<file path="src/rtl/core/assert_macros.svh">
// Assertion macros shared by the RTL of the reciprocal square root unit.
`ifndef ASSERT_MACROS_SVH
`define ASSERT_MACROS_SVH

// Check a property on every rising clock edge outside reset.
`define FIM_ASSERT(lbl, prop, msg) \
	lbl: assert property (@(posedge clk) disable iff (!arst_n) (prop)) else $error(msg);

// Check that a signal holds its value in the cycle after a condition.
`define FIM_ASSERT_HOLD(lbl, cond, sig, msg) \
	lbl: assert property (@(posedge clk) disable iff (!arst_n) (cond) |=> $stable(sig)) \
		else $error(msg);

`endif

</file>
<file path="src/rtl/core/fim_pkg.sv">
// Types and constants of the reciprocal square root unit.
package fim_pkg;

	localparam logic [31:0] RSQRT_MAGIC  = 32'h5f3759df;
	localparam logic [31:0] FP_HALF      = 32'h3f000000;
	localparam logic [31:0] FP_THREE_HLF = 32'h3fc00000;
	localparam logic [31:0] CANON_NAN    = 32'h7fc00000;

	// Number of register stages in each floating-point unit
	localparam int unsigned FP_STAGES = 3;

	typedef enum logic [1:0] {
		SPEC_NONE,
		SPEC_ZERO,
		SPEC_INF,
		SPEC_NAN
	} fim_spec_t;

endpackage

</file>
<file path="src/rtl/core/fim_fmul.sv">
// Three-stage binary32 multiplier, round to nearest even, gradual underflow.
module fim_fmul import fim_pkg::*; (
	input  logic        clk,
	input  logic        en,
	input  logic [31:0] a,
	input  logic [31:0] b,
	output logic [31:0] r
);

	logic        a_nan, b_nan, a_inf, b_inf, a_zero, b_zero;
	logic [23:0] ma, mb;
	logic [7:0]  ea, eb;
	fim_spec_t   spec0;
	logic signed [11:0] e0;

	logic [47:0] p_s1;
	logic signed [11:0] e_s1;
	logic        sgn_s1;
	fim_spec_t   spec_s1;

	logic [5:0]  lead;
	logic [47:0] pn;
	logic signed [11:0] en2;

	logic [47:0] pn_s2;
	logic signed [11:0] e_s2;
	logic        sgn_s2;
	fim_spec_t   spec_s2;

	logic        ovf;
	logic signed [11:0] rs;
	logic [5:0]  rsc;
	logic [95:0] ext;
	logic [47:0] m;
	logic        xs, g, st, up;
	logic [7:0]  ef;
	logic [30:0] rnd;
	logic [31:0] res;

	always_comb begin
		a_nan  = (&a[30:23]) && (|a[22:0]);
		b_nan  = (&b[30:23]) && (|b[22:0]);
		a_inf  = (&a[30:23]) && !(|a[22:0]);
		b_inf  = (&b[30:23]) && !(|b[22:0]);
		a_zero = (a[30:0] == 31'd0);
		b_zero = (b[30:0] == 31'd0);
		ma = {|a[30:23], a[22:0]};
		mb = {|b[30:23], b[22:0]};
		ea = (a[30:23] == 8'd0) ? 8'd1 : a[30:23];
		eb = (b[30:23] == 8'd0) ? 8'd1 : b[30:23];
		e0 = $signed({4'd0, ea}) + $signed({4'd0, eb}) - 12'sd127;
		if (a_nan || b_nan || (a_inf && b_zero) || (b_inf && a_zero))
			spec0 = SPEC_NAN;
		else if (a_inf || b_inf)
			spec0 = SPEC_INF;
		else if (a_zero || b_zero)
			spec0 = SPEC_ZERO;
		else
			spec0 = SPEC_NONE;
	end

	always_ff @(posedge clk) begin
		if (en) begin
			p_s1    <= ma * mb;
			e_s1    <= e0;
			sgn_s1  <= a[31] ^ b[31];
			spec_s1 <= spec0;
		end
	end

	// Normalise: bring the leading one to bit 47
	always_comb begin
		lead = 6'd0;
		for (int i = 0; i < 48; i++) begin
			if (p_s1[i])
				lead = 6'(i);
		end
		pn  = p_s1 << (6'd47 - lead);
		en2 = e_s1 + $signed({6'd0, lead}) - 12'sd46;
	end

	always_ff @(posedge clk) begin
		if (en) begin
			pn_s2   <= pn;
			e_s2    <= en2;
			sgn_s2  <= sgn_s1;
			spec_s2 <= spec_s1;
		end
	end

	// Denormalise if needed, then round
	always_comb begin
		ovf = (e_s2 >= 12'sd255);
		rs  = 12'sd1 - e_s2;
		rsc = (rs > 12'sd48) ? 6'd48 : rs[5:0];
		ext = {pn_s2, 48'd0} >> rsc;
		if (e_s2 > 12'sd0) begin
			m  = pn_s2;
			xs = 1'b0;
			ef = e_s2[7:0];
		end else begin
			m  = ext[95:48];
			xs = |ext[47:0];
			ef = 8'd0;
		end
		g   = m[23];
		st  = (|m[22:0]) | xs;
		up  = g & (st | m[24]);
		rnd = {ef, m[46:24]} + {30'd0, up};
		case (spec_s2)
			SPEC_NAN:  res = CANON_NAN;
			SPEC_INF:  res = {sgn_s2, 8'hff, 23'd0};
			SPEC_ZERO: res = {sgn_s2, 31'd0};
			default:   res = ovf ? {sgn_s2, 8'hff, 23'd0} : {sgn_s2, rnd};
		endcase
	end

	always_ff @(posedge clk) begin
		if (en)
			r <= res;
	end

endmodule

</file>
<file path="config.mk">
export PLATFORM = sky130hd
export DESIGN_NAME = fim_fmul
export DESIGN_NICKNAME = d
export VERILOG_FILES = /design/src/rtl/core/assert_macros.svh /design/src/rtl/core/fim_pkg.sv /design/src/rtl/core/fim_fmul.sv
export SDC_FILE = /design/constraint.sdc
export NUM_CORES = 2
export LEC_CHECK = 0
export ABC_CLOCK_PERIOD_IN_PS = 8570
export BUFFER_PORTS_ARGS = -buffer_cell sky130_fd_sc_hd__buf_2
export CAP_MARGIN = 30
export CORE_MARGIN = 2
export CORE_UTILIZATION = 34
export DETAILED_ROUTE_END_ITERATION = 8
export PLACE_DENSITY = 0.6
export SLEW_MARGIN = 20
export SYNTH_ARGS = -nofsm -noshare
export SYNTH_HDL_FRONTEND = slang
export SYNTH_SLANG_ARGS = --single-unit
</file>
<file path="constraint.sdc">
create_clock -name clk -period 8.57 [get_ports clk]
set_clock_uncertainty 0.15 [all_clocks]
set_input_delay 1.714 -clock clk [delete_from_list [all_inputs] [get_ports clk]]
set_output_delay 1.714 -clock clk [all_outputs]
set_load 0.02 [all_outputs]
</file>
==> out/qor.txt <==
row count = 112
worst setup path class = input pin to register
Pre-antenna DRT Iters = 6
Post-Place Cells = 4,960
critical path startpoint = b[0]
CP max FO = 7
CTS Hold Bufs = 0
WHS Endpoint = spec_s2[1]$_DFFE_PP_
Worst Max-Slew Pin Slew = 1.10 ns
Hold Path Stages = 0
vias in the first global route = 26,587
R2R setup slack = 1.25 ns
syn_nets = 4,352
detailed router's first-iteration violation count = 1,959
HPWL after detailed placement = 75.0 mm
status = complete, no violations
YS warnings = 0
RSZ-0062 raised after global routing = true
critical path arrival = 8.46 ns
largest net degree at the start of global routing = 92
Reg area = 4680 µm²
most frequent CP cell = fa_1
Post-synth ARST share = 0%
CP max stage delay = 0.54 ns
Core Area = 92,900 µm²
via count = 26,203
cts bufs inserted = 17
Tcrit/Tclk final = 98.2%
Post-DRT Antenna Nets = 0
io pins = 98
Starting Density = 34.2%
Area growth syn-to-layout = 12.2%
Hold Path Class = register to register
final std cells w/o fill = 4,997
CTS sink cnt = 156
Reg clk slew, reported paths = 0.06 ns
CP endpoint kind = register
Avg Cell Area, Syn = 8.83 µm²
Crit path required time = 8.61 ns
sequential area share after synthesis = 14.8%
layout cells sized above 1 = 12.4%
Slew Limit Fails = 0
Die X = 310 µm
area of the multi-input gates = 24,400 µm²
total grt overflow = 0
die height = 310 µm
H-tree depth = 4
Max Freq = 119 MHz
minimum clock period = 8.41 ns
Post-DP Area = 34,800 µm²
Slew headroom = 26.4%
Seq cells post-synth = 156
Max-Cap Viols = 0
final setup fails = 0
count of final hold-check violations = 0
synth unique cells = 103
die area = 95,800 µm²
initial antenna violation count = 1
ys flop type = edfxtp_1
Post-Syn Area = 31,800 µm²
nets = 4,485
# DRC = 0
All-Layer GR Usage = 19.0%
FF-to-FF End = r[29]$_DFFE_PP_
Crit path buffers/inverters = 5
TritonCTS clock tree = done
CP Launch Type = input pin
EDFF count, synth = 156
Vias/cell = 5.24
Critical-path top delay cell = fa_1
IO Port Bufs = 97
Top delay family on crit path = adder cells
worst reg2reg path startpoint = e_s2[1]$_DFFE_PP_
design area = 35,600 µm²
total routed wirelength = 90.7 mm
GPL Wtd Cong = 0.949
hold path start = spec_s1[1]$_SDFFCE_PP1P_
Max clock buf depth = 2
Avg WL per Cell = 18.2 µm
global-route wire length before repair = 145 mm
Clock Latency Late Sink = 0.45 ns
root buffer cell = clkbuf_16
Synth Instances = 3,596
R2R depth = 15
# fillers = 9,423
## synthesized netlist by cell type (12+ instances only)
library cell / n / area, µm²
a211oi_1: 22 / 165
a21o_1: 23 / 173
a21oi_1: 142 / 711
a221oi_1: 13 / 114
a22oi_1: 19 / 143
a31oi_1: 21 / 131
and2_1: 221 / 1380
buf_1: 17 / 63.8
buf_2: 19 / 95.1
clkbuf_1: 166 / 623
edfxtp_1: 156 / 4680
fa_1: 484 / 9690
ha_1: 206 / 2580
inv_1: 548 / 2060
mux2_2: 25 / 282
mux2i_1: 153 / 1530
nand2_1: 509 / 1910
nand2b_1: 18 / 113
nand3_1: 41 / 205
nand4_1: 28 / 175
nor2_1: 189 / 709
nor2b_1: 13 / 81.3
nor3_1: 64 / 320
nor4_1: 37 / 231
o211ai_1: 18 / 135
o21a_1: 12 / 90.1
o21ai_0: 100 / 500
o21bai_1: 19 / 143
o221ai_1: 21 / 184
o22ai_1: 25 / 156
xnor2_1: 52 / 455
xor2_1: 24 / 210
## cell type report
class	instances	area share (%)
clock buffers	18	1.20
well taps	1254	4.40
inverters	549	5.78
diodes	1	0.00702
flip-flops and latches	156	13.1
repair buffers	327	6.56
clock inverters	14	0.516
multi-input cells	2678	68.4
## worst max path at each step
stage,endpoint,slack [ns],cells after the start
after global routing,p_s1[47]$_DFFE_PP_,-0.11,29
final,p_s1[47]$_DFFE_PP_,0.16,27
after detailed placement,p_s1[43]$_DFFE_PP_,-0.63,26
after CTS,p_s1[47]$_DFFE_PP_,0.003,26
after floorplan,p_s1[47]$_DFFE_PP_,-0.02,29
after global placement,p_s1[47]$_DFFE_PP_,-0.53,26
## cell usage in the layout, fill, tap and decap left out, types with 40 or more instances in the layout
cell type / instances
nand2_1: 507
a21oi_1: 136
inv_1: 548
and2_1: 221
buf_2: 87
xnor2_1: 52
mux2i_1: 153
fa_1: 483
o21ai_0: 95
nand3_1: 40
ha_1: 205
nor2_1: 187
buf_4: 217
nor3_1: 64
edfxtp_1: 156
## through the flow
stage | worst slack (ns) | hold slack [ns] | setup TNS [ns] | utilization, %
2_1_floorplan | -0.0218 | 0.250 | -0.0218 | -
3_3_place_gp | -0.534 | 0.251 | -4.91 | 37.4
3_5_place_dp | -0.634 | 0.260 | -6.69 | 37.4
4_1_cts | 0.00265 | 0.274 | 0 | 38.1
5_1_grt | -0.107 | 0.289 | -0.148 | 38.4
6_report | 0.155 | 0.271 | 0 | 38.4
## timing repair
action / CTS / global route
resized for setup: 3 / 43
pin swaps: 1 / 20
setup buffers: 0 / 3
setup endpoints to repair: 5 / 15
## layer usage
layer  track usage [%]  wire length, µm  up-vias
met5                 0                0        -
met3              1.69             5360      136
met4              4.58             2060        0
met1              25.8            39400    13068
li1                  -                -    12093
met2              32.7            43900      906
## flip-flops by register name, summed over array words and instances, names as in the netlist
| name | count |
|---|---|
| spec_s2 | 2 |
| sgn_s1 | 1 |
| r | 32 |
| e_s2 | 12 |
| spec_s1 | 2 |
| sgn_s2 | 1 |
| p_s1 | 48 |
| pn_s2 | 48 |
| e_s1 | 10 |
## cells by family (layout without fill, tap and decap cells)
logic type	count (synthesis)	in the layout	synth area share (%)
AOI/OAI and AO/OA	542	542	11.5
xor gates and xnor gates	77	77	2.15
adders and majority gates	690	690	38.6
buffers and inverters	762	908	9.25
DFF	156	156	14.8
muxes	179	179	5.76
other	0	1	0
and+or+nand+nor	1190	1190	17.9
Power is not shown: default switching activity piles up to over one toggle a cycle in this logic, so the estimate is an artifact.
