<file path="config.mk">
export PLATFORM = sky130hd
export DESIGN_NAME = fim_fadd
export DESIGN_NICKNAME = d
export VERILOG_FILES = /design/src/rtl/core/assert_macros.svh /design/src/rtl/core/fim_pkg.sv /design/src/rtl/core/fim_fadd.sv
export SDC_FILE = /design/constraint.sdc
export NUM_CORES = 1
export LEC_CHECK = 0
export ABC_AREA = 1
export ABC_CLOCK_PERIOD_IN_PS = 11500
export BUFFER_PORTS_ARGS = -buffer_cell sky130_fd_sc_hd__buf_2
export CORE_MARGIN = 4
export CORE_UTILIZATION = 40
export DETAILED_ROUTE_END_ITERATION = 10
export HOLD_SLACK_MARGIN = 0.1
export PLACE_DENSITY = 0.6
export SYNTH_ARGS = -nofsm -noshare
export SYNTH_HDL_FRONTEND = slang
export SYNTH_SLANG_ARGS = --single-unit
</file>
<file path="constraint.sdc">
create_clock -name clk -period 11.5 [get_ports clk]
set_input_delay 2.3 -clock clk [delete_from_list [all_inputs] [get_ports clk]]
set_output_delay 2.3 -clock clk [all_outputs]
set_load 0.005 [all_outputs]
</file>
<file path="src/rtl/core/assert_macros.svh">
// Assertion macros shared by the RTL of the reciprocal square root unit.
`ifndef ASSERT_MACROS_SVH
`define ASSERT_MACROS_SVH

// Check a property on every rising clock edge outside reset.
`define FIM_ASSERT(lbl, prop, msg) \
	lbl: assert property (@(posedge clk) disable iff (!arst_n) (prop)) else $error(msg);

// Check that a signal holds its value in the cycle after a condition.
`define FIM_ASSERT_HOLD(lbl, cond, sig, msg) \
	lbl: assert property (@(posedge clk) disable iff (!arst_n) (cond) |=> $stable(sig)) \
		else $error(msg);

`endif

</file>
<file path="src/rtl/core/fim_pkg.sv">
// Types and constants of the reciprocal square root unit.
package fim_pkg;

	localparam logic [31:0] RSQRT_MAGIC  = 32'h5f3759df;
	localparam logic [31:0] FP_HALF      = 32'h3f000000;
	localparam logic [31:0] FP_THREE_HLF = 32'h3fc00000;
	localparam logic [31:0] CANON_NAN    = 32'h7fc00000;

	// Number of register stages in each floating-point unit
	localparam int unsigned FP_STAGES = 3;

	typedef enum logic [1:0] {
		SPEC_NONE,
		SPEC_ZERO,
		SPEC_INF,
		SPEC_NAN
	} fim_spec_t;

endpackage

</file>
<file path="src/rtl/core/fim_fadd.sv">
// Three-stage binary32 adder, round to nearest even, gradual underflow.
module fim_fadd import fim_pkg::*; (
	input  logic        clk,
	input  logic        en,
	input  logic [31:0] a,
	input  logic [31:0] b,
	output logic [31:0] r
);

	logic        a_nan, b_nan, a_inf, b_inf, a_zero, b_zero;
	fim_spec_t   spec0;
	logic        sgn0;
	logic [31:0] big, sml;
	logic [7:0]  eb, es, d;
	logic [4:0]  dc;
	logic [23:0] mbg, msm;
	logic [53:0] ext;
	logic [26:0] al;
	logic [27:0] sum;

	logic [27:0] sum_s1;
	logic [7:0]  e_s1;
	logic        sgn_s1;
	fim_spec_t   spec_s1;

	logic [4:0]  lead, sh, lim;
	logic [26:0] n;
	logic [8:0]  e2;
	fim_spec_t   spec2;
	logic        sgn2;

	logic [26:0] n_s2;
	logic [8:0]  e_s2;
	logic        sgn_s2;
	fim_spec_t   spec_s2;

	logic        ovf, g, st, up;
	logic [7:0]  ef;
	logic [30:0] rnd;
	logic [31:0] res;

	always_comb begin
		a_nan  = (&a[30:23]) && (|a[22:0]);
		b_nan  = (&b[30:23]) && (|b[22:0]);
		a_inf  = (&a[30:23]) && !(|a[22:0]);
		b_inf  = (&b[30:23]) && !(|b[22:0]);
		a_zero = (a[30:0] == 31'd0);
		b_zero = (b[30:0] == 31'd0);
		sgn0   = a_inf ? a[31] : b[31];
		if (a_nan || b_nan || (a_inf && b_inf && (a[31] != b[31])))
			spec0 = SPEC_NAN;
		else if (a_inf || b_inf)
			spec0 = SPEC_INF;
		else if (a_zero && b_zero) begin
			spec0 = SPEC_ZERO;
			sgn0  = a[31] & b[31];
		end else
			spec0 = SPEC_NONE;
		if (a[30:0] >= b[30:0]) begin
			big = a;
			sml = b;
		end else begin
			big = b;
			sml = a;
		end
		eb  = (big[30:23] == 8'd0) ? 8'd1 : big[30:23];
		es  = (sml[30:23] == 8'd0) ? 8'd1 : sml[30:23];
		mbg = {|big[30:23], big[22:0]};
		msm = {|sml[30:23], sml[22:0]};
		d   = eb - es;
		dc  = (d > 8'd27) ? 5'd27 : d[4:0];
		ext = {msm, 3'd0, 27'd0} >> dc;
		al  = {ext[53:28], ext[27] | (|ext[26:0])};
		if (big[31] ^ sml[31])
			sum = {1'b0, mbg, 3'd0} - {1'b0, al};
		else
			sum = {1'b0, mbg, 3'd0} + {1'b0, al};
		if (spec0 == SPEC_NONE)
			sgn0 = big[31];
	end

	always_ff @(posedge clk) begin
		if (en) begin
			sum_s1  <= sum;
			e_s1    <= eb;
			sgn_s1  <= sgn0;
			spec_s1 <= spec0;
		end
	end

	// Normalise, stopping at the smallest normal exponent
	always_comb begin
		lead = 5'd0;
		for (int i = 0; i < 28; i++) begin
			if (sum_s1[i])
				lead = 5'(i);
		end
		sh  = 5'd26 - lead;
		lim = 5'(e_s1 - 8'd1 > 8'd26 ? 8'd26 : e_s1 - 8'd1);
		if (sh > lim)
			sh = lim;
		if (sum_s1[27]) begin
			n  = {sum_s1[27:2], sum_s1[1] | sum_s1[0]};
			e2 = {1'b0, e_s1} + 9'd1;
		end else begin
			n  = sum_s1[26:0] << sh;
			e2 = {1'b0, e_s1} - {4'd0, sh};
		end
		spec2 = spec_s1;
		sgn2  = sgn_s1;
		// Exact cancellation gives +0
		if (spec_s1 == SPEC_NONE && sum_s1 == 28'd0) begin
			spec2 = SPEC_ZERO;
			sgn2  = 1'b0;
		end
	end

	always_ff @(posedge clk) begin
		if (en) begin
			n_s2    <= n;
			e_s2    <= e2;
			sgn_s2  <= sgn2;
			spec_s2 <= spec2;
		end
	end

	always_comb begin
		ovf = (e_s2 >= 9'd255);
		ef  = n_s2[26] ? e_s2[7:0] : 8'd0;
		g   = n_s2[2];
		st  = |n_s2[1:0];
		up  = g & (st | n_s2[3]);
		rnd = {ef, n_s2[25:3]} + {30'd0, up};
		case (spec_s2)
			SPEC_NAN:  res = CANON_NAN;
			SPEC_INF:  res = {sgn_s2, 8'hff, 23'd0};
			SPEC_ZERO: res = {sgn_s2, 31'd0};
			default:   res = ovf ? {sgn_s2, 8'hff, 23'd0} : {sgn_s2, rnd};
		endcase
	end

	always_ff @(posedge clk) begin
		if (en)
			r <= res;
	end

endmodule
</file>
==> flow_metrics.env <==
export IMPL_holdPathEnd="spec_s2[1]$_SDFFCE_PP0P_"
export IMPL_postRouteAntennaNets=0
export IMPL_area_growth_pct=8.11
export IMPL_clkPwrFrac_pct=11.7
export IMPL_syn_inst=2189
export IMPL_timing_hold_ws_ps=568
export IMPL_status="completed"
export IMPL_final_max_slew_viol_count=0
export IMPL_holdBufCountCts=0
export IMPL_num_rows=67
export IMPL_cts_tree="done"
export IMPL_start_util_pct=40.8
export IMPL_die_w_um=194
export IMPL_port_buffers=97
export IMPL_tightestPinTransition_ps=955
export IMPL_grt_pass1_wl_um=73500
export IMPL_synth_area_sq_um=13800
export IMPL_relSlewSlack_pct=36.3
export IMPL_pin_count=98
export IMPL_worstHoldPathType="flop to flop"
export IMPL_pwr_share_comb_pct=65.8
export IMPL_seqPwrFrac_pct=22.5
export IMPL_clockBufferDepth=2
export IMPL_grt_start_max_net_pins=81
export IMPL_cts_root_buf="clkbuf_16"
export IMPL_dp_hpwl_um=38700
export IMPL_ys_ff_latch=110
export IMPL_synth_fp_nets=2365
export IMPL_synth_async_reset_ratio_pct=0
export IMPL_first_iter_violations=1027
export IMPL_synth_top_flop_cell="edfxtp_1"
export IMPL_n_fill_cell=3620
export IMPL_cts_inserted_buffers=9
export IMPL_synth_edf_count=110
export IMPL_cts_htree_levels=3
export IMPL_avgSynthCellArea_sq_um=6.30
export IMPL_intPower_uw=1340
export IMPL_final_core_util_pct=44.1
export IMPL_cap_violations=0
export IMPL_switching_share_pct=53.6
export IMPL_reg2reg_from="sum_s1[3]$_DFFE_PP_"
export IMPL_crit_type="input pin to flop"
export IMPL_cts_setup_buffers=0
export IMPL_min_path_cells=0
export IMPL_vdd_drop_max_mv=0.0903
export IMPL_crit_required_ps=11600
export IMPL_fin_crit_sh_pct=90.2
export IMPL_path_delay_family="simple AND/OR/NAND/NOR gates"
export IMPL_final_hold_viol_count=0
export IMPL_die_height_um=194
export IMPL_grt_overflow=0
export IMPL_synth_cell_type_count=57
export IMPL_wl_per_cell_um=17.4
export IMPL_synth_warnings=0
export IMPL_ys_seq_area_share_pct=23.9
export IMPL_crit_path_start_kind="input pin"
export IMPL_fin_crit_ps=10380
export IMPL_hold_start="spec_s1[1]$_DFFE_PP_"
export IMPL_rsz0062_at_grt="no"
export IMPL_slowest_delay_ps=590
export IMPL_fin_area_sq_um=14900
export IMPL_startpoint="b[30]"
export IMPL_cellPowerDensity_nw_per_um2=194
export IMPL_routabilityCongestion=0.972
export IMPL_firstDrtPassIters=8
export IMPL_clk_latency_ps=350
export IMPL_r2r_end="e_s2[8]$_DFFE_PP_"
export IMPL_final_nets=2411
export IMPL_grt_pass1_vias=13800
export IMPL_cpMostUsedCell="nand2_1"
export IMPL_worst_r2r_setup_slack_ps=4380
export IMPL_tns_ps=0
export IMPL_p_sw_uw=1550
export IMPL_layout_common_cells="nand2_1 (621), inv_1 (280), nand3_1 (264)"
export IMPL_layout_commonest_cell="nand2_1"
export IMPL_clkSlewWorstSetupHoldPaths_ps=70
export IMPL_finalClockSkew_ps=7.01
export IMPL_critical_path_max_fanout=80
export IMPL_diodes=0
export IMPL_drt_total_wl_um=46800
export IMPL_via_per_inst=5.45
export IMPL_dieArea_sq_um=37500
export IMPL_cp_num_buf_inv=5
export IMPL_slowest_stage="buf_4"
export IMPL_antenna_found_initial=0
export IMPL_end_kind="flop"
export IMPL_placed_area_sq_um=14600
export IMPL_max_freq_mhz=96.4
export IMPL_drc=0
export IMPL_groute_usage_overall_pct=24.0
export IMPL_r2r_cells=55
export IMPL_setup_violations=0
export IMPL_finalPower_uw=2890
export IMPL_cts_sinks=110
export IMPL_critPathArrivalTime_ps=10470
export IMPL_ctsResizeCount=0
export IMPL_core_area_sq_um=33800
export IMPL_drive_above_1_share_pct=8.71
export IMPL_vias=14700
export IMPL_p_leak_uw=0.00726
cell families after synthesis:
group	synth area share, %
AOI/OAI and AO/OA	14.0
buffers and inverters	10.7
muxes	0.0816
and+or+nand+nor	38.0
xor gates and xnor gates	3.17
adders and majority gates	10.1
DFF	23.9
layer usage:
layer | global-route usage [%] | part of all wire (%)
met1 | 30.6 | 44
met2 | 41.8 | 48
met3 | 1.42 | 3.7
met4 | 11.1 | 5.0
met5 | 0 | 0
synth_stat cells (all sizes together) (2+ instances only):
master / number / share of area (%)
o21a: 9 / 0.49
nand2: 635 / 18
ha: 107 / 9.7
nor3b: 8 / 0.47
nor3: 29 / 1.1
a211oi: 2 / 0.11
o31ai: 6 / 0.33
buf: 30 / 1.4
nand4: 29 / 1.4
o32ai: 3 / 0.19
xnor2: 6 / 0.38
nor4: 12 / 0.54
fa: 3 / 0.44
or2: 10 / 0.45
xor2: 44 / 2.8
nor2: 207 / 6.0
o2111ai: 4 / 0.25
inv: 286 / 7.8
a22oi: 2 / 0.11
a31oi: 14 / 0.63
a21oi: 114 / 4.1
o211ai: 12 / 0.65
edfxtp: 110 / 24
o21ai: 159 / 6.0
o22ai: 9 / 0.41
nand3: 272 / 10
clkbuf: 49 / 1.3
clkinv: 3 / 0.12
o21bai: 5 / 0.27
how the worst max path moves through the flow:
stage / end / cells past startpoint
final: sum_s1[27]$_DFFE_PP_ / 54
after detailed placement: sum_s1[27]$_DFFE_PP_ / 54
after global placement: sum_s1[27]$_DFFE_PP_ / 57
after global routing: sum_s1[27]$_DFFE_PP_ / 56
after CTS: sum_s1[27]$_DFFE_PP_ / 54
after floorplan: sum_s1[27]$_DFFE_PP_ / 58
state kept, by name (all words and copies together), names as in the netlist:
| signal | cells |
|---|---|
| sgn_s1 | 1 |
| r | 32 |
| sum_s1 | 28 |
| spec_s1 | 2 |
| spec_s2 | 2 |
| e_s2 | 9 |
| n_s2 | 27 |
| e_s1 | 8 |
| sgn_s2 | 1 |
layout make-up:
class / count / area [sq um] / area share [%]
Multi-Input combinational cell: 1711 / 9020 / 60.5
Sequential cell: 110 / 3300 / 22.1
Inverter: 289 / 1090 / 7.31
Timing Repair Buffer: 114 / 616 / 4.13
Tap cell: 448 / 561 / 3.76
Clock buffer: 10 / 229 / 1.54
Clock inverter: 6 / 93.8 / 0.629
stage by stage:
stage	cells	setup slack, ps
floorplan	2189	2470
global placement	2672	1090
detailed placement	2672	880
CTS	2688	1230
global route	2688	194
finish	2688	1120
power by group through the flow:
stage / sequential (uW) / combinational (uW) / clock, uW
after floorplan: 627 / 1380 / 0
after global placement: 654 / 1870 / 0
after detailed placement: 657 / 1870 / 0
after CTS: 648 / 1880 / 343
after global routing: 660 / 2130 / 358
final: 650 / 1900 / 337
No activity file was read; power rests on OpenSTA's default activity.
